`config.mk`:
```
export PLATFORM = sky130hd
export DESIGN_NAME = pfade_scale
export DESIGN_NICKNAME = d
export VERILOG_FILES = /design/src/hdl/pfade_pkg.sv /design/src/hdl/pfade_scale.sv
export SDC_FILE = /design/constraint.sdc
export NUM_CORES = 1
export LEC_CHECK = 0
export ABC_CLOCK_PERIOD_IN_PS = 9600
export BUFFER_PORTS_ARGS = -buffer_cell sky130_fd_sc_hd__buf_2
export CAP_MARGIN = 20
export CORE_AREA = 8 8 208 210
export DETAILED_ROUTE_END_ITERATION = 8
export DIE_AREA = 0 0 216 218
export GPL_ROUTABILITY_DRIVEN = 0
export HOLD_SLACK_MARGIN = 0.06
export PLACE_DENSITY = 0.71
export SYNTH_ARGS = -nofsm -noshare
export SYNTH_HDL_FRONTEND = slang
export SYNTH_SLANG_ARGS = --single-unit
export TNS_END_PERCENT = 10
```
`constraint.sdc`:
```
create_clock -name i_clk -period 9.6 [get_ports i_clk]
set_input_delay 0.96 -clock i_clk [delete_from_list [all_inputs] [get_ports i_clk]]
set_output_delay 0.96 -clock i_clk [all_outputs]
set_load 0.02 [all_outputs]
```
`src/hdl/pfade_pkg.sv`:
```
// shared constants, types and constant tables of the palette fade unit
package pfade_pkg;

    localparam int PALETTE_ENTRIES = 256;
    localparam int FADE_STEPS      = 64;

    localparam int LEVEL_NEUTRAL = 100;
    localparam int LEVEL_MAX     = 200;
    localparam int FULL          = 255;

    localparam int IDX_W  = $clog2(PALETTE_ENTRIES);
    localparam int STEP_W = $clog2(FADE_STEPS + 1);
    localparam int SUM_W  = ((STEP_W > 8) ? STEP_W : 8) + 2;

    // blend divide by FADE_STEPS folded into per-step weights, exact for sums up to 200 * steps
    localparam int BLEND_SH  = $clog2(LEVEL_MAX * FADE_STEPS * FADE_STEPS + 1);
    localparam int BLEND_MUL = ((1 << BLEND_SH) + FADE_STEPS - 1) / FADE_STEPS;
    localparam int WEIGHT_W  = BLEND_SH + 1;
    localparam int ACC_W     = 8 + WEIGHT_W + 1;

    // percent divide by reciprocal, exact for products up to 255 * 100
    localparam int PROD_W    = $clog2(FULL * LEVEL_NEUTRAL + 1);
    localparam int PCT_SH    = $clog2(FULL * LEVEL_NEUTRAL * LEVEL_NEUTRAL + 1);
    localparam int PCT_MUL   = ((1 << PCT_SH) + LEVEL_NEUTRAL - 1) / LEVEL_NEUTRAL;
    localparam int PCT_MUL_W = $clog2(PCT_MUL + 1);
    localparam int QUOT_W    = PROD_W + PCT_MUL_W;

    typedef enum logic [1:0] {
        MODE_WRITE  = 2'd0,
        MODE_START  = 2'd1,
        MODE_TICK   = 2'd2,
        MODE_LOOKUP = 2'd3
    } t_mode;

    // element 0 red, 1 green, 2 blue
    typedef logic [2:0][7:0] t_rgb;

    typedef struct packed {
        logic              start;
        logic              tick;
        t_rgb              target;
        logic signed [7:0] speed;
    } t_fade_cmd;

    typedef struct packed {
        logic fading;
        t_rgb level;
    } t_fade_stat;

    typedef logic [WEIGHT_W-1:0] t_weight_tab [FADE_STEPS+1];
    typedef logic [IDX_W-1:0]    t_idx_tab    [256];

    function automatic t_weight_tab build_weights();
        t_weight_tab tab;
        for (int s = 0; s <= FADE_STEPS; s++) begin
            tab[s] = WEIGHT_W'(s * BLEND_MUL);
        end
        return tab;
    endfunction

    function automatic t_idx_tab build_idx_map();
        t_idx_tab tab;
        for (int i = 0; i < 256; i++) begin
            tab[i] = IDX_W'(i % PALETTE_ENTRIES);
        end
        return tab;
    endfunction

endpackage

```
`src/hdl/pfade_scale.sv`:
```
// scaling of a looked-up entry by the current levels: product registered, then percent divide
module pfade_scale (
    input  logic            i_clk,
    input  logic            i_rst_n,
    input  logic            i_en,
    input  logic            i_lookup,
    input  pfade_pkg::t_rgb i_entry,
    input  pfade_pkg::t_rgb i_level,
    output pfade_pkg::t_rgb o_faded
);

    import pfade_pkg::*;

    logic              r_look;
    logic [2:0]        r_up;
    t_rgb              r_val;
    logic [PROD_W-1:0] r_prod [3];

    logic [2:0]        up;
    logic [7:0]        mul_a [3];
    logic [7:0]        mul_b [3];
    logic [15:0]       prod [3];
    logic [QUOT_W-1:0] quot [3];
    logic [7:0]        q [3];

    // at or below neutral: v * level, above: (255 - v) * (level - 100)
    always_comb begin
        for (int c = 0; c < 3; c++) begin
            up[c]    = i_level[c] > 8'(LEVEL_NEUTRAL);
            mul_a[c] = up[c] ? (8'(FULL) - i_entry[c]) : i_entry[c];
            mul_b[c] = up[c] ? (i_level[c] - 8'(LEVEL_NEUTRAL)) : i_level[c];
            prod[c]  = 16'(mul_a[c]) * 16'(mul_b[c]);
        end
    end

    always_ff @(posedge i_clk) begin
        if (!i_rst_n) begin
            r_look <= 1'b0;
        end else if (i_en) begin
            r_look <= i_lookup;
        end
    end

    always_ff @(posedge i_clk) begin
        if (i_en) begin
            r_up  <= up;
            r_val <= i_entry;
            for (int c = 0; c < 3; c++) begin
                r_prod[c] <= prod[c][PROD_W-1:0];
            end
        end
    end

    always_comb begin
        for (int c = 0; c < 3; c++) begin
            quot[c] = QUOT_W'(r_prod[c]) * QUOT_W'(PCT_MUL);
            q[c]    = quot[c][PCT_SH +: 8];
            if (!r_look) begin
                o_faded[c] = '0;
            end else if (r_up[c]) begin
                o_faded[c] = r_val[c] + q[c];
            end else begin
                o_faded[c] = q[c];
            end
        end
    end

endmodule

```
==> flow_summary.ini, run 1 <==
[outcome]
status = complete, no violations

[clock_tree]
tritoncts = yes
numCtsBuffers = 9
clkTransAtPathRegs_ns = 0.07
ctsResizeCount = 0
htree_levels = 3
clock-sinks = 73
cts_post_setup_buffers_inserted = 0
max-clock-path-buffers = 2
hold_buffers = 0
clk_latency_ns = 0.37
cts_root_buf = clkbuf_16

[synthesis]
seq_area_frac_synth = 0.101
synthArstFlopShare = 0
synth_nets = 3121
ys_dominant_reg_cell = edfxtp_1
synth_top_area_share = 0.288
synth-edff-count = 72
syn_inst = 2334
yosys_register_bits = 73
synth_cell_types = 93
synth_top_area_cell = fa_1
syn_avg_cell_area_um2 = 9.30
yosys_warnings = 0
synthTopCellsByArea = fa_1 (29%), ha_1 (24%), inv_1 (10%)
synth_area_um2 = 21700

[route]
vias = 15700
avgRoutedWirePerCell_um = 15.9
via_per_inst = 5.39
ant_nets = 0
remaining_drc_errors = 0
first_pass_iters = 5
routed_wl_um = 46500
drt_iter0_drc = 698

[run]
maxCapViolations = 0

[sta]
period_needed_ns = 8.26
worst_pin_slew_ns = 0.993
tns_ns = 0
slew_headroom = 0.338
rsz0062_at_grt = no
final.setup.worst_slack_ns = 1.34
hold_violations = 0
max_freq_mhz = 121
drv_slew = 0
whs_ns = 0.769
finalClockSkew_ns = 0
period_share = 0.861
setup_viol = 0

[cells_and_area]
drive_above_1_share = 0.0540
regArea_um2 = 2180
num-nets-final = 3169
antenna_cells = 0
syn2layout_area_growth_pct = 5.45
layout_common_cells = inv_1 (594), ha_1 (423), fa_1 (312)
final_common_cell = inv_1
multi_input_area_um2 = 17100
fillers = 3532

[worst_setup_path]
cp-end-kind = output port
cp.required_ns = 8.64
criticalPathCategory = register to output port
path_max_fanout = 7
cp.arrival_ns = 7.30
startpoint_type = register

[placed_design]
port-buffer-count = 75
dp_hpwl_um = 40900
place_ws_ns = 1.72

[die]
die_x_um = 216
rows = 74
start_util = 0.540
num_io_pins = 76
dieArea_um2 = 47100
die_h_um = 218
core_um2 = 40200

[worst_hold_path]
hold_class = register to register

[global_route]
grt_pass1_vias = 16600
grt_overflow = 0
grt_pass1_wl_um = 79100
grt_usage = 0.204
antenna_found_initial = 1
grt_max_degree = 73
kinds of logic (layout without fill, tap and decap cells):
| group | after synthesis | count (layout) | share of synthesized area |
|---|---|---|---|
| AOI/OAI and AO/OA | 308 | 308 | 0.0973 |
| xor gates and xnor gates | 113 | 113 | 0.0456 |
| adders and majority gates | 735 | 735 | 0.532 |
| buffers and inverters | 637 | 690 | 0.111 |
| DFF | 73 | 73 | 0.101 |
| muxes | 8 | 8 | 0.00375 |
| and+or+nand+nor | 460 | 460 | 0.110 |
cells in the mapped netlist, types with 3 or more instances:
cell,n
inv_1,594
ha_1,423
fa_1,312
nand2_1,107
xnor2_1,96
nor2_1,74
o21ai_0,74
edfxtp_1,72
and2_1,63
a21oi_1,57
nand3_1,48
nand2b_1,39
nor3_1,29
a21o_1,28
clkbuf_1,27
nor2b_1,19
xor2_1,17
a31oi_1,14
and3_1,14
or2_2,14
o21ai_1,13
nand4_1,12
a211oi_1,11
a22o_1,11
or3_1,11
buf_2,10
o211ai_1,10
o22ai_1,10
o31ai_1,10
o21a_1,8
mux2i_1,7
nor3b_1,6
a211o_1,5
a2111oi_0,4
and4_1,4
buf_4,4
a21boi_1,3
o2bb2ai_1,3
o31a_1,3
layer usage:
layer  global-route usage  wire [um]
met5                    0          0
met4               0.0615       1160
met3               0.0336       2180
met2                0.358      23000
met1                0.256      20200
through the flow:
stage | cells | util | instance area (um^2)
2_1_floorplan | 2334 | - | 21700
3_3_place_gp | 2903 | 0.563 | 22600
3_5_place_dp | 2903 | 0.563 | 22600
4_1_cts | 2919 | 0.570 | 22900
5_1_grt | 2919 | 0.570 | 22900
6_report | 2919 | 0.570 | 22900
flip-flops by register name, summed over array words and instances, names as in the netlist:
signal and count:
r_prod 45, r_up 3, r_val 24, r_look 1
layout make-up:
| type | instances | area share |
|---|---|---|
| Inverter | 595 | 0.0976 |
| Clock buffer | 10 | 0.0100 |
| Timing Repair Buffer | 79 | 0.0178 |
| Clock inverter | 6 | 0.00257 |
| Multi-Input combinational cell | 1624 | 0.748 |
| Tap cell | 532 | 0.0291 |
| Sequential cell | 73 | 0.0953 |
path summary, 6_finish.rpt:
check | from | end | slack [ns] | cells past startpoint
worst min register to register | r_look | r_look | 0.77 | 3
worst max register to register | r_look | r_look | 8.72 | 3
worst min-delay path | r_look | r_look | 0.77 | 3
worst max-delay path | r_prod[0][27] | o_faded[15] | 1.34 | 23
worst max-delay path: stages, from the launching register on:
cell	delay [ns]
edfxtp_1	0.58
ha_1	0.40
fa_1	0.47
fa_1	0.51
fa_1	0.55
inv_1	0.05
fa_1	0.48
inv_1	0.04
ha_1	0.29
nand4_1	0.11
nor4_2	0.52
a21oi_4	0.15
a311oi_2	0.34
o21ai_1	0.13
a211oi_2	0.31
ha_1	0.34
and3_1	0.17
a221o_1	0.33
o21ai_0	0.22
mux2i_1	0.25
xnor2_1	0.17
o211ai_1	0.13
and3b_1	0.20
buf_2	0.16
Power of run 1 is left out: the tool's default activity adds up to more than one toggle a clock period on the data nets, which glitch-free logic cannot reach.
==> run 2: changes to the inputs <==
--- a/config.mk
+++ b/config.mk
@@ -5,15 +5,15 @@
 export SDC_FILE = /design/constraint.sdc
 export NUM_CORES = 1
 export LEC_CHECK = 0
+export ABC_AREA = 1
 export ABC_CLOCK_PERIOD_IN_PS = 9600
 export BUFFER_PORTS_ARGS = -buffer_cell sky130_fd_sc_hd__buf_2
 export CAP_MARGIN = 20
-export CORE_AREA = 8 8 208 210
+export CORE_AREA = 8 8 234 236
 export DETAILED_ROUTE_END_ITERATION = 8
-export DIE_AREA = 0 0 216 218
+export DIE_AREA = 0 0 242 244
 export GPL_ROUTABILITY_DRIVEN = 0
 export HOLD_SLACK_MARGIN = 0.06
-export PLACE_DENSITY = 0.71
 export SYNTH_ARGS = -nofsm -noshare
 export SYNTH_HDL_FRONTEND = slang
 export SYNTH_SLANG_ARGS = --single-unit
==> run 2 against run 1 <==
First-iteration DRC count up 14%. Area after synthesis grew 4.1%. Die area increased by 25%. Non-clock buffer count is 1 lower. Maximum frequency up 16%. Global-route usage decreased by 1.6 points. Utilization decreased by 9.7 points. Sequential share of layout area shrank 0.46 points. Final cell count is 23% higher. Critical path depth increased by 7. Critical path type unchanged. Critical endpoint is now o_faded[23]. Largest cell class unchanged. Highest routed layer is now met5.
==> flow_summary.ini, run 2 <==
[sta]
hold_violations = 0
whs_ns = 0.797
period_share = 0.741
tns_ns = 0
finalClockSkew_ns = 0
setup_viol = 0
worst_pin_slew_ns = 0.844
slew_headroom = 0.438
rsz0062_at_grt = no
drv_slew = 0
period_needed_ns = 7.11
max_freq_mhz = 141

[worst_setup_path]
cp.arrival_ns = 6.15
cpPeakStageDelay_ns = 0.65
rr_worst_depth = 3
cp-end-kind = output port
criticalPathCategory = register to output port
reg2reg_slack_ns = 8.64
critical_path.slowest_cell = edfxtp_1
path_max_fanout = 7
cp.required_ns = 8.64
r2r_end = r_look
r2r_start = r_look
timing.critical_path.mode_cell = nand2_1
startpoint_type = register

[route]
wl_met3_um = 2460
wl_met2_um = 26000
ant_nets = 0
avgRoutedWirePerCell_um = 15.1
first_pass_iters = 5
highest_layer = met5
remaining_drc_errors = 0
via_per_inst = 4.92
drt_iter0_drc = 793
wl_met1_um = 24400
routed_wl_um = 54400
vias = 17700

[global_route]
antenna_found_initial = 2
grt_max_degree = 65
grt_pass1_wl_um = 91400
grt_pass1_vias = 18800
grt_overflow = 0
grt_usage = 0.188

[synthesis]
synth_area_um2 = 22600
synth-edff-count = 72
syn_avg_cell_area_um2 = 7.99
synth_cell_types = 40
synthArstFlopShare = 0
syn_inst = 2830
synth_nets = 3617
synth_top_area_cell = fa_1
seq_area_frac_synth = 0.0965
ys_dominant_reg_cell = edfxtp_1
yosys_warnings = 0
synthTopCellsByArea = fa_1 (28%), ha_1 (23%), inv_1 (13%)
synth_top_cells_by_count = inv_1 (788), nand2_1 (497), ha_1 (423), fa_1 (312), nor2_1 (250)
yosys_register_bits = 73
synth_most_common_cell = inv_1
synth_top_area_share = 0.276

[cells_and_area]
reg_top3 = r_prod: 45 flops, r_val: 24 flops, r_up: 3 flops
syn2layout_area_growth_pct = 6.46
final_common_cell = inv_1
num-nets-final = 3699
layout_common_cells = inv_1 (788), nand2_1 (497), ha_1 (423)
largest_register_ffs = 45
regMostFlops = r_prod
antenna_cells = 0
drive_above_1_share = 0.0442

[clock_tree]
tritoncts = yes
clkTransAtPathRegs_ns = 0.06
cts_root_buf = clkbuf_16
cts_post_setup_buffers_inserted = 0
hold_buffers = 0
max-clock-path-buffers = 2
ctsResizeCount = 0
clk_latency_ns = 0.36
htree_levels = 3
numCtsBuffers = 9
clock-sinks = 73

[run]
maxCapViolations = 0

[placed_design]
dp_hpwl_um = 49200
port-buffer-count = 75

[die]
start_util = 0.444
die_h_um = 244
dieArea_um2 = 59000
rows = 83
num_io_pins = 76
die_x_um = 242
core_um2 = 50900

[worst_hold_path]
hold_class = register to register
whs_path_depth = 3
min_to = r_look
holdCritStartpoint = r_look

[outcome]
status = complete, no violations
run 2: cell count changes after synthesis, sizes merged, moves of 14 or more:
cell	change
and3	-14
nor2	+176
a21oi	+56
nand2b	-38
nor2b	-20
nand2	+393
o21ai	-41
xnor2	-66
clkbuf	-24
xor2	+35
nand4	+21
and2	-61
nand3	+56
inv	+198
run 2: cell type report:
cell class / count / area (um^2)
Clock buffer: 9 / 225
Clock inverter: 6 / 36.3
Fill cell: 5091 / 26800
Inverter: 794 / 2980
Multi-Input combinational cell: 1956 / 17400
Sequential cell: 73 / 2180
Tap cell: 680 / 851
Timing Repair Buffer: 78 / 400
run 2: layer usage:
layer / vias to the layer above / track usage
met4: 4 / 0.0560
li1: 8795 / -
met1: 8417 / 0.238
met5: - / 0
met2: 374 / 0.330
met3: 91 / 0.0268
run 2: logic make-up after synthesis:
kind of cell | share of synthesized area
XOR/XNOR | 0.0386
buffers and inverters | 0.134
adder cells (fa/ha/maj) | 0.510
AND/OR/NAND/NOR | 0.171
flip-flops | 0.0965
AO/OA/AOI/OAI | 0.0496
run 2: worst max path at each step:
stage                   from          end  slack (ns)  cells past startpoint
3_3_place_gp   r_prod[0][42]  o_faded[22]        2.92                     28
2_1_floorplan  r_prod[0][39]  o_faded[22]        3.41                     26
4_1_cts        r_prod[0][42]  o_faded[23]        2.45                     30
3_5_place_dp   r_prod[0][42]  o_faded[23]        2.89                     30
6_report       r_prod[0][42]  o_faded[23]        2.49                     30
5_1_grt        r_prod[0][42]  o_faded[23]        1.85                     30
run 2: critical path: cells and delay by family (launching register included):
family	cells	cell delay, ns
AO/OA/AOI/OAI	1	0.24
adder cells (fa/ha/maj)	7	2.94
buffers and inverters	7	0.48
AND/OR/NAND/NOR	15	1.48
flip-flops	1	0.65
run 2: metrics by stage:
stage	area, um^2	setup slack (ns)	cells	utilization
floorplan	22600	3.41	2830	-
global route	24100	1.85	3596	0.473
global placement	23800	2.92	3581	0.468
detailed placement	23800	2.89	3581	0.468
CTS	24100	2.45	3596	0.473
finish	24100	2.49	3596	0.473
Power of run 2 is left out for the same reason.
==> run 3: changes to the inputs <==
--- a/config.mk
+++ b/config.mk
@@ -6,7 +6,7 @@
 export NUM_CORES = 1
 export LEC_CHECK = 0
 export ABC_AREA = 1
-export ABC_CLOCK_PERIOD_IN_PS = 9600
+export ABC_CLOCK_PERIOD_IN_PS = 7300
 export BUFFER_PORTS_ARGS = -buffer_cell sky130_fd_sc_hd__buf_2
 export CAP_MARGIN = 20
 export CORE_AREA = 8 8 234 236
==> constraint.sdc (replaced) <==
create_clock -name i_clk -period 7.3 [get_ports i_clk]
set_input_delay 0.73 -clock i_clk [delete_from_list [all_inputs] [get_ports i_clk]]
set_output_delay 0.73 -clock i_clk [all_outputs]
set_load 0.02 [all_outputs]
==> run 3 against run 2 <==
Wire length is 0.47% lower. Register-to-register slack worse by 2.3 ns. Global-route usage is 0.075 points lower. Final cell count is 0.25% higher. Worst setup slack worse by 2.0 ns. Clock-buffer cell count is 1 higher. Non-clock buffer count is 8 higher. Sequential share of layout area hardly changed. Critical path depth is 3 lower. Utilization is 0.19 points higher. Clock skew stayed put.
==> flow_summary.ini, run 3 (synthesis gave the netlist of run 2 again) <==
[outcome]
status = complete, no violations

[cells_and_area]
reg_top3 = r_prod: 45 flops, r_val: 24 flops, r_up: 3 flops
fillers = 5003
final_common_cell = inv_1
antenna_cells = 0
fin_cells = 3605
syn2layout_area_growth_pct = 6.89
regMostFlops = r_prod
drive_above_1_share = 0.0475
largest_register_ffs = 45
layout_common_cells = inv_1 (788), nand2_1 (496), ha_1 (423)
num-nets-final = 3707

[worst_setup_path]
criticalPathCategory = register to output port
timing.critical_path.mode_cell = inv_1
cpPeakStageDelay_ns = 0.54
startpoint_type = register
critical_path.slowest_cell = edfxtp_1
cp.arrival_ns = 6.07
path_max_fanout = 6
cp.required_ns = 6.57
cp-end-kind = output port

[clock_tree]
clock-sinks = 73
cts_root_buf = clkbuf_16
numCtsBuffers = 9
max-clock-path-buffers = 2
htree_levels = 3
hold_buffers = 0
clkTransAtPathRegs_ns = 0.06
clk_latency_ns = 0.36
tritoncts = yes

[global_route]
grt_pass1_wl_um = 91400
grt_pass1_vias = 18700
grt_max_degree = 65
grt_usage = 0.187
grt_overflow = 0
antenna_found_initial = 2

[sta]
final.setup.worst_slack_ns = 0.497
slew_headroom = 0.449
finalClockSkew_ns = 0
whs_ns = 0.594
period_needed_ns = 6.80
period_share = 0.932
drv_slew = 0
rsz0062_at_grt = no
hold_violations = 0
tns_ns = 0
setup_viol = 0
max_freq_mhz = 147
worst_pin_slew_ns = 0.827

[route]
avgRoutedWirePerCell_um = 15.0
vias = 17800
remaining_drc_errors = 0
routed_wl_um = 54100
first_pass_iters = 5
via_per_inst = 4.94
ant_nets = 0
drt_iter0_drc = 867

[placed_design]
dpl.cell_count = 3583
place_ws_ns = 0.810
dp_hpwl_um = 48900
port-buffer-count = 75

[worst_hold_path]
hold_class = primary input to register

[die]
core_um2 = 50900
start_util = 0.444
die_x_um = 242
num_io_pins = 76
rows = 83
die_h_um = 244
dieArea_um2 = 59000

[run]
maxCapViolations = 0
## run 3: per-stage QoR
| stage | cell area [um^2] | utilization |
|---|---|---|
| after floorplan | 22600 | - |
| after global placement | 23800 | 0.468 |
| after detailed placement | 23800 | 0.468 |
| after CTS | 24100 | 0.474 |
| after global routing | 24200 | 0.475 |
| final | 24200 | 0.475 |
## run 3: repair_timing
item / CTS / global route
setup buffers: 0 / 6
gates resized for setup: 0 / 2
endpoints found under the setup margin: 0 / 3
## run 3: area by class of cell
| type | count | area (um^2) | area share |
|---|---|---|---|
| inverters | 794 | 2980 | 0.123 |
| flip-flops and latches | 73 | 2180 | 0.0903 |
| clock inverters | 6 | 67.6 | 0.00280 |
| repair buffers | 86 | 460 | 0.0191 |
| well taps | 680 | 851 | 0.0352 |
| clock buffers | 10 | 229 | 0.00948 |
| multi-input cells | 1956 | 17400 | 0.720 |
## run 3: worst max-delay path, delay by kind of cell (launching register included)
family                     cells  cell delay, ns
DFF                            1            0.54
adders and majority gates      8            3.31
AOI/OAI and AO/OA              4            0.59
buffers and inverters          7            0.51
and+or+nand+nor                8            0.75
## run 3: worst paths after layout
path | cells past startpoint | startpoint | end | slack, ns
setup / recovery | 27 | r_prod[0][39] | o_faded[22] | 0.50
hold / removal | 1 | i_entry[21] | r_val[21] | 0.59
setup reg to reg | 3 | r_look | r_look | 6.33
hold reg to reg | 3 | r_look | r_look | 0.80
## run 3: routing by layer
layer  GRT usage  share of wire
met5           0        0.00050
met4      0.0564          0.025
met3      0.0228          0.045
met2       0.328           0.48
met1       0.240           0.45
Power of run 3 is left out for the same reason.
