===== src/hdl/pfade_pkg.sv =====
// shared constants, types and constant tables of the palette fade unit
package pfade_pkg;

    localparam int PALETTE_ENTRIES = 256;
    localparam int FADE_STEPS      = 64;

    localparam int LEVEL_NEUTRAL = 100;
    localparam int LEVEL_MAX     = 200;
    localparam int FULL          = 255;

    localparam int IDX_W  = $clog2(PALETTE_ENTRIES);
    localparam int STEP_W = $clog2(FADE_STEPS + 1);
    localparam int SUM_W  = ((STEP_W > 8) ? STEP_W : 8) + 2;

    // blend divide by FADE_STEPS folded into per-step weights, exact for sums up to 200 * steps
    localparam int BLEND_SH  = $clog2(LEVEL_MAX * FADE_STEPS * FADE_STEPS + 1);
    localparam int BLEND_MUL = ((1 << BLEND_SH) + FADE_STEPS - 1) / FADE_STEPS;
    localparam int WEIGHT_W  = BLEND_SH + 1;
    localparam int ACC_W     = 8 + WEIGHT_W + 1;

    // percent divide by reciprocal, exact for products up to 255 * 100
    localparam int PROD_W    = $clog2(FULL * LEVEL_NEUTRAL + 1);
    localparam int PCT_SH    = $clog2(FULL * LEVEL_NEUTRAL * LEVEL_NEUTRAL + 1);
    localparam int PCT_MUL   = ((1 << PCT_SH) + LEVEL_NEUTRAL - 1) / LEVEL_NEUTRAL;
    localparam int PCT_MUL_W = $clog2(PCT_MUL + 1);
    localparam int QUOT_W    = PROD_W + PCT_MUL_W;

    typedef enum logic [1:0] {
        MODE_WRITE  = 2'd0,
        MODE_START  = 2'd1,
        MODE_TICK   = 2'd2,
        MODE_LOOKUP = 2'd3
    } t_mode;

    // element 0 red, 1 green, 2 blue
    typedef logic [2:0][7:0] t_rgb;

    typedef struct packed {
        logic              start;
        logic              tick;
        t_rgb              target;
        logic signed [7:0] speed;
    } t_fade_cmd;

    typedef struct packed {
        logic fading;
        t_rgb level;
    } t_fade_stat;

    typedef logic [WEIGHT_W-1:0] t_weight_tab [FADE_STEPS+1];
    typedef logic [IDX_W-1:0]    t_idx_tab    [256];

    function automatic t_weight_tab build_weights();
        t_weight_tab tab;
        for (int s = 0; s <= FADE_STEPS; s++) begin
            tab[s] = WEIGHT_W'(s * BLEND_MUL);
        end
        return tab;
    endfunction

    function automatic t_idx_tab build_idx_map();
        t_idx_tab tab;
        for (int i = 0; i < 256; i++) begin
            tab[i] = IDX_W'(i % PALETTE_ENTRIES);
        end
        return tab;
    endfunction

endpackage


===== src/hdl/pfade_ctrl.sv =====
// fade state: step counter, start and target levels, current levels
module pfade_ctrl (
    input  logic                  i_clk,
    input  logic                  i_rst_n,
    input  pfade_pkg::t_fade_cmd  i_cmd,
    output pfade_pkg::t_fade_stat o_stat
);

    import pfade_pkg::*;

    localparam t_weight_tab WEIGHT = build_weights();

    logic              r_active, n_active;
    logic [STEP_W-1:0] r_step, n_step;
    logic signed [7:0] r_inc, n_inc;
    t_rgb              r_level, n_level;
    t_rgb              r_start, n_start;
    t_rgb              r_target, n_target;

    logic signed [SUM_W-1:0] step_ext;
    logic signed [SUM_W-1:0] inc_ext;
    logic signed [SUM_W-1:0] step_sum;
    logic signed [SUM_W-1:0] clamp_ext;
    logic signed [SUM_W-1:0] next_sum;
    logic [STEP_W-1:0]       clamp_step;
    logic                    clamp_end;
    logic [WEIGHT_W-1:0]     w_target;
    logic [WEIGHT_W-1:0]     w_start;
    logic [ACC_W-1:0]        acc [3];
    t_rgb                    blend;
    t_rgb                    sat_target;
    logic                    neutral;
    logic                    next_out;

    assign step_ext = $signed({{(SUM_W-STEP_W){1'b0}}, r_step});
    assign inc_ext  = $signed({{(SUM_W-8){r_inc[7]}}, r_inc});
    assign step_sum = step_ext + inc_ext;

    always_comb begin
        priority if (step_sum < 0) begin
            clamp_step = '0;
            clamp_end  = 1'b1;
        end else if (step_sum >= $signed(SUM_W'(FADE_STEPS))) begin
            clamp_step = STEP_W'(FADE_STEPS);
            clamp_end  = 1'b1;
        end else begin
            clamp_step = step_sum[STEP_W-1:0];
            clamp_end  = 1'b0;
        end
    end

    assign w_target  = WEIGHT[clamp_step];
    assign w_start   = WEIGHT[STEP_W'(FADE_STEPS) - clamp_step];
    assign clamp_ext = $signed({{(SUM_W-STEP_W){1'b0}}, clamp_step});
    assign next_sum  = clamp_ext + inc_ext;
    assign next_out  = (next_sum < 0) || (next_sum > $signed(SUM_W'(FADE_STEPS)));

    always_comb begin
        for (int c = 0; c < 3; c++) begin
            acc[c]        = ACC_W'(r_target[c]) * ACC_W'(w_target)
                            + ACC_W'(r_start[c]) * ACC_W'(w_start);
            blend[c]      = acc[c][BLEND_SH +: 8];
            sat_target[c] = (i_cmd.target[c] > 8'(LEVEL_MAX)) ? 8'(LEVEL_MAX)
                                                               : i_cmd.target[c];
        end
        neutral = (blend[0] == 8'(LEVEL_NEUTRAL)) && (blend[1] == 8'(LEVEL_NEUTRAL))
                  && (blend[2] == 8'(LEVEL_NEUTRAL));
    end

    always_comb begin
        n_active = r_active;
        n_step   = r_step;
        n_inc    = r_inc;
        n_level  = r_level;
        n_start  = r_start;
        n_target = r_target;
        if (i_cmd.start) begin
            n_active = 1'b1;
            n_step   = '0;
            n_inc    = i_cmd.speed;
            n_start  = r_level;
            n_target = sat_target;
        end else if (i_cmd.tick && r_active) begin
            n_step   = clamp_step;
            n_level  = blend;
            // ends at a bound, or when neutral and the next tick would leave the range
            n_active = !clamp_end && !(next_out && neutral);
        end
    end

    always_ff @(posedge i_clk) begin
        if (!i_rst_n) begin
            r_active <= 1'b0;
            r_step   <= STEP_W'(FADE_STEPS);
            r_inc    <= '0;
            r_level  <= {3{8'(LEVEL_NEUTRAL)}};
            r_start  <= {3{8'(LEVEL_NEUTRAL)}};
            r_target <= {3{8'(LEVEL_NEUTRAL)}};
        end else begin
            r_active <= n_active;
            r_step   <= n_step;
            r_inc    <= n_inc;
            r_level  <= n_level;
            r_start  <= n_start;
            r_target <= n_target;
        end
    end

    assign o_stat.fading = r_active;
    assign o_stat.level  = r_level;

endmodule


===== config.mk =====
export PLATFORM = sky130hd
export DESIGN_NAME = pfade_ctrl
export DESIGN_NICKNAME = d
export VERILOG_FILES = /design/src/hdl/pfade_pkg.sv /design/src/hdl/pfade_ctrl.sv
export SDC_FILE = /design/constraint.sdc
export NUM_CORES = 1
export LEC_CHECK = 0
export BUFFER_PORTS_ARGS = -buffer_cell sky130_fd_sc_hd__buf_2
export CORE_MARGIN = 5
export CORE_UTILIZATION = 40
export DETAILED_ROUTE_END_ITERATION = 10
export GPL_TIMING_DRIVEN = 1
export PLACE_DENSITY = 0.58
export REMOVE_ABC_BUFFERS = 1
export SYNTH_ARGS = -nofsm -noshare
export SYNTH_HDL_FRONTEND = slang
export SYNTH_SLANG_ARGS = --single-unit

===== constraint.sdc =====
create_clock -name i_clk -period 26.5 [get_ports i_clk]
set_clock_uncertainty 0.2 [all_clocks]
set_input_delay 0 -clock i_clk [delete_from_list [all_inputs] [get_ports i_clk]]
set_output_delay 0 -clock i_clk [all_outputs]
set_load 0.01 [all_outputs]

==> results of run 1 <==
[layout make-up]
type                    instances  area [um2]
flip-flops and latches         88        1760
inverters                     350        1320
repair buffers                152        1180
well taps                     518         648
clock buffers                  10         229
diodes                          1        2.50
fillers                      3918       21100
clock inverters                 6        50.0
multi-input cells            1266       12200
[power by group through the flow]
stage                     registers, mW  logic (mW)  clock network [mW]
final                             0.154       0.703               0.135
after global routing              0.155       0.794               0.144
after CTS                         0.154       0.709               0.139
after detailed placement          0.157       0.692                   0
after global placement            0.157       0.683                   0
after floorplan                   0.152       0.493                   0
[layer usage]
layer  vias to the layer above  wire length (um)  track usage [%]
li1                       5757                 -                -
met1                      6132             18900             26.9
met2                       250             20900             35.0
met3                        56              2050             3.67
met4                         2               851             4.95
met5                         -                11                0
[kinds of logic after synthesis]
kind of cell,Yosys count
AOI/OAI and AO/OA,169
xor gates and xnor gates,51
adders and majority gates,419
buffers and inverters,416
DFF,88
muxes,39
and+or+nand+nor,588
[sequential cells by signal, indices dropped and copies added, names as in the netlist]
signal / flops
o_stat: 24
r_start: 24
r_target: 24
r_inc: 8
r_step: 7
r_active: 1
[synthesized netlist by cell type, types with 6 or more instances]
cell                       instances  share of area, %
sky130_fd_sc_hd__fa_1            236                30
sky130_fd_sc_hd__nor2b_1          60               2.4
sky130_fd_sc_hd__clkbuf_1         54               1.3
sky130_fd_sc_hd__nand3_1          23              0.74
sky130_fd_sc_hd__nor2_1           30              0.72
sky130_fd_sc_hd__or2_2             6              0.24
sky130_fd_sc_hd__nand2b_1         20              0.80
sky130_fd_sc_hd__dfxtp_1          88                11
sky130_fd_sc_hd__and3_1           61               2.4
sky130_fd_sc_hd__o21ai_0          29              0.93
sky130_fd_sc_hd__a21oi_1          37               1.2
sky130_fd_sc_hd__and2_1          149               6.0
sky130_fd_sc_hd__xor2_1           11              0.62
sky130_fd_sc_hd__inv_1           349               8.4
sky130_fd_sc_hd__or3_1             6              0.24
sky130_fd_sc_hd__ha_1            183                15
sky130_fd_sc_hd__xnor2_1          39               2.2
sky130_fd_sc_hd__nor3_1           13              0.42
sky130_fd_sc_hd__a21boi_0         11              0.53
sky130_fd_sc_hd__mux2i_1          39               2.5
sky130_fd_sc_hd__nand4_1           7              0.28
sky130_fd_sc_hd__buf_2             6              0.19
sky130_fd_sc_hd__o21a_1           12              0.58
sky130_fd_sc_hd__a21o_1           10              0.48
sky130_fd_sc_hd__nand2_1         187               4.5
sky130_fd_sc_hd__o211ai_1         14              0.67
[through the flow]
stage	hold slack, ns	cell area, um2	utilization, %
floorplan	-0.138	15300	-
global placement	0.0301	16400	42.5
detailed placement	0.0375	16400	42.5
CTS	0.186	17400	45.2
global route	0.269	17400	45.2
finish	0.197	17400	45.2
[cells in the final DEF, fill, tap and decap left out, drive strengths merged, types with 20 or more instances in the layout]
master       count
nand2          189
ha             183
inv            353
and3            61
nand2b          20
fa             236
xnor2           40
a21oi           39
o21ai           32
nand3           23
mux2i           39
and2           150
buf             76
dlygate4sd3     76
nor2b           60
nor2            32
dfxtp           88
[path summary, 6_finish.rpt]
kind	to	slack, ns	depth (start not counted)
setup / recovery	r_active$_SDFFE_PN0P_	16.27	31
setup reg to reg	r_active$_SDFFE_PN0P_	16.27	31
hold / removal	r_target[22]$_SDFFE_PN1P_	0.20	4
hold reg to reg	r_step[0]$_SDFFE_PP0P_	0.27	2
[critical path: cells and delay by family (launching register included)]
family                     cells  cell delay [ns]
and+or+nand+nor               10             2.78
xor gates and xnor gates       1             0.16
buffers and inverters          4             0.68
AOI/OAI and AO/OA              6             1.46
DFF                            1             0.34
adders and majority gates     10             4.49
==> flow_summary.toml, run 1 <==
[setup_path]
worst-path-max-fanout = 69
timing.critical_path.mode_cell = "sky130_fd_sc_hd__fa_1"
setup.worst_path.class = "flop to flop"
crit-reg2reg-launch = "r_inc[0]$_SDFFE_PN0P_"
worstPathArrival_ns = 10.32
cpPeakStageDelay_ns = 0.59
crit_slowest_cell = "sky130_fd_sc_hd__and2_1"
crit_path_start = "r_inc[0]$_SDFFE_PN0P_"
worst_setup_path_start_kind = "flop"
timing.critical_path.required_ns = 26.58
critical_path.endpoint_type = "flop"

[cts]
post-cts-setup-buffers = 0
cts_tree = "done"
worstSkewPairLatency_ns = 0.39
cts_buffers = 9
root_buffer = "sky130_fd_sc_hd__clkbuf_16"
tritoncts_num_sinks = 88
cts_hold_buffers = 76
maximum_count_of_clock_buffers_along_a_single_path = 2
clock_tree.htree_level_count = 3
cts_resized = 0
clk_transition_reported_paths_ns = 0.09

[logic_synthesis]
area_fraction_in_compound_gates_after_synthesis_pct = 7.85
post_synth_instance_area_um2 = 15600
adder_and_majority_cell_fraction_of_the_synthesized_area_pct = 45.0
synth-seq-area-share_pct = 11.3
netlist-cell-type-count = 77
muxShareOfSynthArea_pct = 2.51
largest_family_of_logic_cells_by_synthesized_area = "adder cells"
ys_warn_count = 0
synth-async-reset-ratio_pct = 0
number_of_synthesized_flops_with_an_enable_pin = 0
synthSimpleGateAreaFrac_pct = 20.2
synth_flop_cell = "sky130_fd_sc_hd__dfxtp_1"
synthesis.instances = 1770
yosys.area_share.xor_xnor_pct = 2.92
post_synth.cell_area_avg_um2 = 8.80
synth_seq_cells = 88

[sta]
relSlewSlack_pct = 38.9
fmax_mhz = 97.7
grt_setup_unrepaired = "no"
period_share_pct = 38.6
tightest_slew_ns = 0.917
setup_tns_ns = 0
final_hold_viol_count = 0
period_minus_slack_ns = 10.23
setup_ws_ns = 16.27
drv_slew = 0
finalSetupViolCount = 0

[global_routing]
global_route.overflow_total = 0
number_of_antenna_violations_at_the_first_check_in_global_routing = 2
grt_pass1_vias = 13000
global_router_s_overall_resource_usage_pct = 20.4
grt_pass1_wl_um = 70300
grt_start_max_net_pins = 70

[detailed_routing]
detail_route.drc_violations = 0
drtIter0Drc = 707
antenna_violation_net_count_after_detailed_routing = 0
vias = 12200
tritonroute_pass_1_iters = 5
drt-wirelength-per-cell_um = 17.9
route.final.wire_length_um = 42700
vias_per_cell = 5.10

[pwr]
vdd_drop_max_uv = 43.4
power_mw = 0.992
switching_power_mw = 0.502
p_int_mw = 0.489
power.leakage_nw = 8.74
power.density_cell_area_nw_per_um2 = 56.9
clockPowerShare_pct = 13.6
pwr-share-seq_pct = 15.5
sw_frac_of_total_pct = 50.7
power_frac_comb_pct = 70.9

[placement]
dpl_cells = 2298
io_buffers = 60
place_hpwl_um = 33000
gp_congestion = 0.871
placement.setup.worst_slack_ns = 16.31

[floorplanning]
num_io_pins = 61
die_span_in_y_um = 207
core_um2 = 38600
initial_utilization_pct = 40.4
floorplan.die.width_um = 207
placement_rows = 72
die_area_um2 = 43000

[final_layout]
final_layout_size_suffix_gt1_share_pct = 6.62
layout.cells.non_filler = 2391
nets = 2322
area_growth_pct = 11.9

[run]
cap_violations = 0

[min_path]
timing.hold.worst.start = "i_cmd[30]"
worst_hold_path_type = "primary input to flop"

[run_status]
outcome = "finished clean"
Power figures use the tool's default switching activity.
==> run 2: changes to the inputs <==
--- a/config.mk
+++ b/config.mk
@@ -5,6 +5,7 @@
 export SDC_FILE = /design/constraint.sdc
 export NUM_CORES = 1
 export LEC_CHECK = 0
+export ABC_AREA = 1
 export BUFFER_PORTS_ARGS = -buffer_cell sky130_fd_sc_hd__buf_2
 export CORE_MARGIN = 5
 export CORE_UTILIZATION = 40
==> constraint.sdc (replaced) <==
create_clock -name i_clk -period 10.1 [get_ports i_clk]
set_clock_uncertainty 0.2 [all_clocks]
set_input_delay 0 -clock i_clk [delete_from_list [all_inputs] [get_ports i_clk]]
set_output_delay 0 -clock i_clk [all_outputs]
set_load 0.01 [all_outputs]
==> run 2 against run 1 <==
Register-to-register slack worse by 16 ns. Sequential cell count unchanged. Global-route usage rose by 2.6 points. Sequential share of layout area up 0.31 points. Routed wire length rose by 9.6%.
==> flow_summary.toml, run 2 <==
[setup_path]
timing.critical_path.buf_inv = 7
timing.critical_path.required_ns = 10.17
setup.worst_path.class = "flop to flop"
regToRegSetupSlack_ns = 0.48
worstPathArrival_ns = 9.69
critical_path.endpoint_type = "flop"
crit_slowest_cell = "sky130_fd_sc_hd__fa_1"
critical_path.top_delay_family = "adder cells"
crit-reg2reg-launch = "r_step[0]$_SDFFE_PP0P_"
worst-path-max-fanout = 24
cpPeakStageDelay_ns = 0.56
worst_setup_path_start_kind = "flop"
timing.reg2reg.worst_path_depth = 44
rr_endpoint = "r_active$_SDFFE_PN0P_"
timing.critical_path.mode_cell = "sky130_fd_sc_hd__nand2_1"

[cts]
clk_transition_reported_paths_ns = 0.08
cts_buffers = 9
tritoncts_num_sinks = 88
clock_tree.htree_level_count = 3
cts_tree = "done"
maximum_count_of_clock_buffers_along_a_single_path = 2
worstSkewPairLatency_ns = 0.40
root_buffer = "sky130_fd_sc_hd__clkbuf_16"

[sta]
grt_setup_unrepaired = "no"
relSlewSlack_pct = 37.8
setup_tns_ns = 0
final_hold_viol_count = 0
period_share_pct = 95.2
drv_slew = 0
hold_ws_ns = 0.0697
period_minus_slack_ns = 9.62
fmax_mhz = 104
finalSetupViolCount = 0
tightest_slew_ns = 0.931
setup_ws_ns = 0.480

[pwr]
power.leakage_nw = 9.05
power.density_cell_area_nw_per_um2 = 145
vdd_drop_max_uv = 90.6
power_mw = 2.46

[logic_synthesis]
synth_flop_cell = "sky130_fd_sc_hd__dfxtp_1"
synth_top_area_share_pct = 31.1
synth-async-reset-ratio_pct = 0
number_of_synthesized_flops_with_an_enable_pin = 0
ys_warn_count = 0
synthesis.instances = 1949
main_area_contributors_after_synthesis = "sky130_fd_sc_hd__fa_1 (31%), sky130_fd_sc_hd__ha_1 (15%), sky130_fd_sc_hd__inv_1 (12%), sky130_fd_sc_hd__dfxtp_1 (12%), sky130_fd_sc_hd__nand2_1 (7.9%)"
netlist-cell-type-count = 51
yosys.cell_count.top_type = "sky130_fd_sc_hd__inv_1"
synth-seq-area-share_pct = 11.6
synth.cells.most_frequent = "sky130_fd_sc_hd__inv_1 (487), sky130_fd_sc_hd__nand2_1 (322), sky130_fd_sc_hd__nor2_1 (253), sky130_fd_sc_hd__fa_1 (236), sky130_fd_sc_hd__ha_1 (183)"
synthDominantAreaCellType = "sky130_fd_sc_hd__fa_1"
post_synth.cell_area_avg_um2 = 7.81
synth_seq_cells = 88
post_synth_instance_area_um2 = 15200

[placement]
dpl_cells = 2493
io_buffers = 60
place_hpwl_um = 36600
placement.setup.worst_slack_ns = 0.562
gp_congestion = 0.927

[final_layout]
antenna_cells = 0
register_area_um2 = 1760
area_growth_pct = 11.2
nets = 2498
num-fill-cells = 3797
layout.cells.non_filler = 2559
layout.cells.most_common_list = "sky130_fd_sc_hd__inv_1 (486), sky130_fd_sc_hd__nand2_1 (322), sky130_fd_sc_hd__nor2_1 (251), sky130_fd_sc_hd__fa_1 (236), sky130_fd_sc_hd__ha_1 (183)"
multi_input_comb_area_um2 = 11400
commonest_non_fill_non_tap_cell_in_the_layout = "sky130_fd_sc_hd__inv_1"
final_layout_size_suffix_gt1_share_pct = 7.57

[run]
cap_violations = 0

[detailed_routing]
drtIter0Drc = 819
vias_per_cell = 4.97
vias = 12700
route.final.wire_length_um = 46800
detail_route.drc_violations = 0
drt-wirelength-per-cell_um = 18.3
tritonroute_pass_1_iters = 5
antenna_violation_net_count_after_detailed_routing = 0

[floorplanning]
num_io_pins = 61
initial_utilization_pct = 40.5
die_span_in_y_um = 205
core_um2 = 37600
floorplan.die.width_um = 205
die_area_um2 = 42000
placement_rows = 71

[global_routing]
number_of_antenna_violations_at_the_first_check_in_global_routing = 0
grt_pass1_vias = 13400
grt_pass1_wl_um = 74000
grt_start_max_net_pins = 41
global_route.overflow_total = 0
global_router_s_overall_resource_usage_pct = 23.0

[min_path]
hold_path_depth = 3
hold_path_end = "r_active$_SDFFE_PN0P_"
worst_hold_path_type = "primary input to flop"
timing.hold.worst.start = "i_cmd[33]"

[run_status]
outcome = "finished clean"
## run 2: cell count changes after synthesis, moves of 25 or more
| cell | previous run | this run |
|---|---|---|
| sky130_fd_sc_hd__nor2_1 | 30 | 253 |
| sky130_fd_sc_hd__inv_1 | 349 | 487 |
| sky130_fd_sc_hd__xnor2_1 | 39 | 9 |
| sky130_fd_sc_hd__nor2b_1 | 60 | 0 |
| sky130_fd_sc_hd__mux2i_1 | 39 | 0 |
| sky130_fd_sc_hd__nand2_1 | 187 | 322 |
| sky130_fd_sc_hd__and2_1 | 149 | 1 |
| sky130_fd_sc_hd__and3_1 | 61 | 0 |
| sky130_fd_sc_hd__a21oi_1 | 37 | 62 |
| sky130_fd_sc_hd__nand3_1 | 23 | 53 |
## run 2: worst max-delay path by stage
stage | slack [ns] | cells after the start | to | start
final | 0.48 | 44 | r_active$_SDFFE_PN0P_ | r_step[0]$_SDFFE_PP0P_
after global routing | 0.02 | 44 | r_active$_SDFFE_PN0P_ | r_inc[0]$_SDFFE_PN0P_
after CTS | 0.53 | 40 | r_active$_SDFFE_PN0P_ | r_step[0]$_SDFFE_PP0P_
after detailed placement | 0.56 | 40 | r_active$_SDFFE_PN0P_ | r_inc[0]$_SDFFE_PN0P_
after global placement | 0.81 | 40 | r_active$_SDFFE_PN0P_ | r_inc[0]$_SDFFE_PN0P_
after floorplan | 1.11 | 43 | r_active$_SDFFE_PN0P_ | r_inc[0]$_SDFFE_PN0P_
## run 2: tightest hold or removal path: cells and delay by family
family,cells,cell delay [ns]
buffers and inverters,1,0.31
AOI/OAI and AO/OA,2,0.30
## run 2: timing repair
action / CTS / global route
hold buffers: 50 / 0
hold endpoints to repair: 43 / 0
gates resized for setup: 0 / 3
buffers inserted: 0 / 0
endpoints found under the setup margin: 0 / 1
## run 2: cell type report
class	count	area share [%]
Sequential cell	88	10.4
Tap cell	511	3.78
Timing Repair Buffer	130	5.62
Clock buffer	10	1.41
Clock inverter	6	0.436
Multi-Input combinational cell	1312	67.1
Inverter	502	11.2
## run 2: where the power goes
group	switching, mW	leakage, nW	internal [mW]
logic	1.09	8.18	0.587
clock network	0.194	0.148	0.203
registers	0.0177	0.720	0.364
total	1.31	9.05	1.15
## run 2: logic make-up after synthesis
group | Yosys count | synth area share (%)
DFF | 88 | 11.6
and+or+nand+nor | 691 | 19.7
buffers and inverters | 549 | 13.9
AOI/OAI and AO/OA | 173 | 6.80
adders and majority gates | 419 | 46.1
xor gates and xnor gates | 29 | 1.90
## run 2: stage by stage
step                      utilization, %  area, um2
after floorplan                        -      15000
after global placement              42.8      16100
after detailed placement            42.8      16100
after CTS                           45.0      16900
after global routing                45.0      16900
final                               45.0      16900
## run 2: per-layer routing
layer  part of all wire [%]  routed length (um)  global-route usage, %  up-vias
met1                     42               19700                   29.9     6231
met5                      0                   0                      0        -
met3                    6.3                2930                   3.96       91
met2                     48               22500                   39.0      366
met4                    3.6                1670                   7.70        0
li1                       -                   -                      -     6038
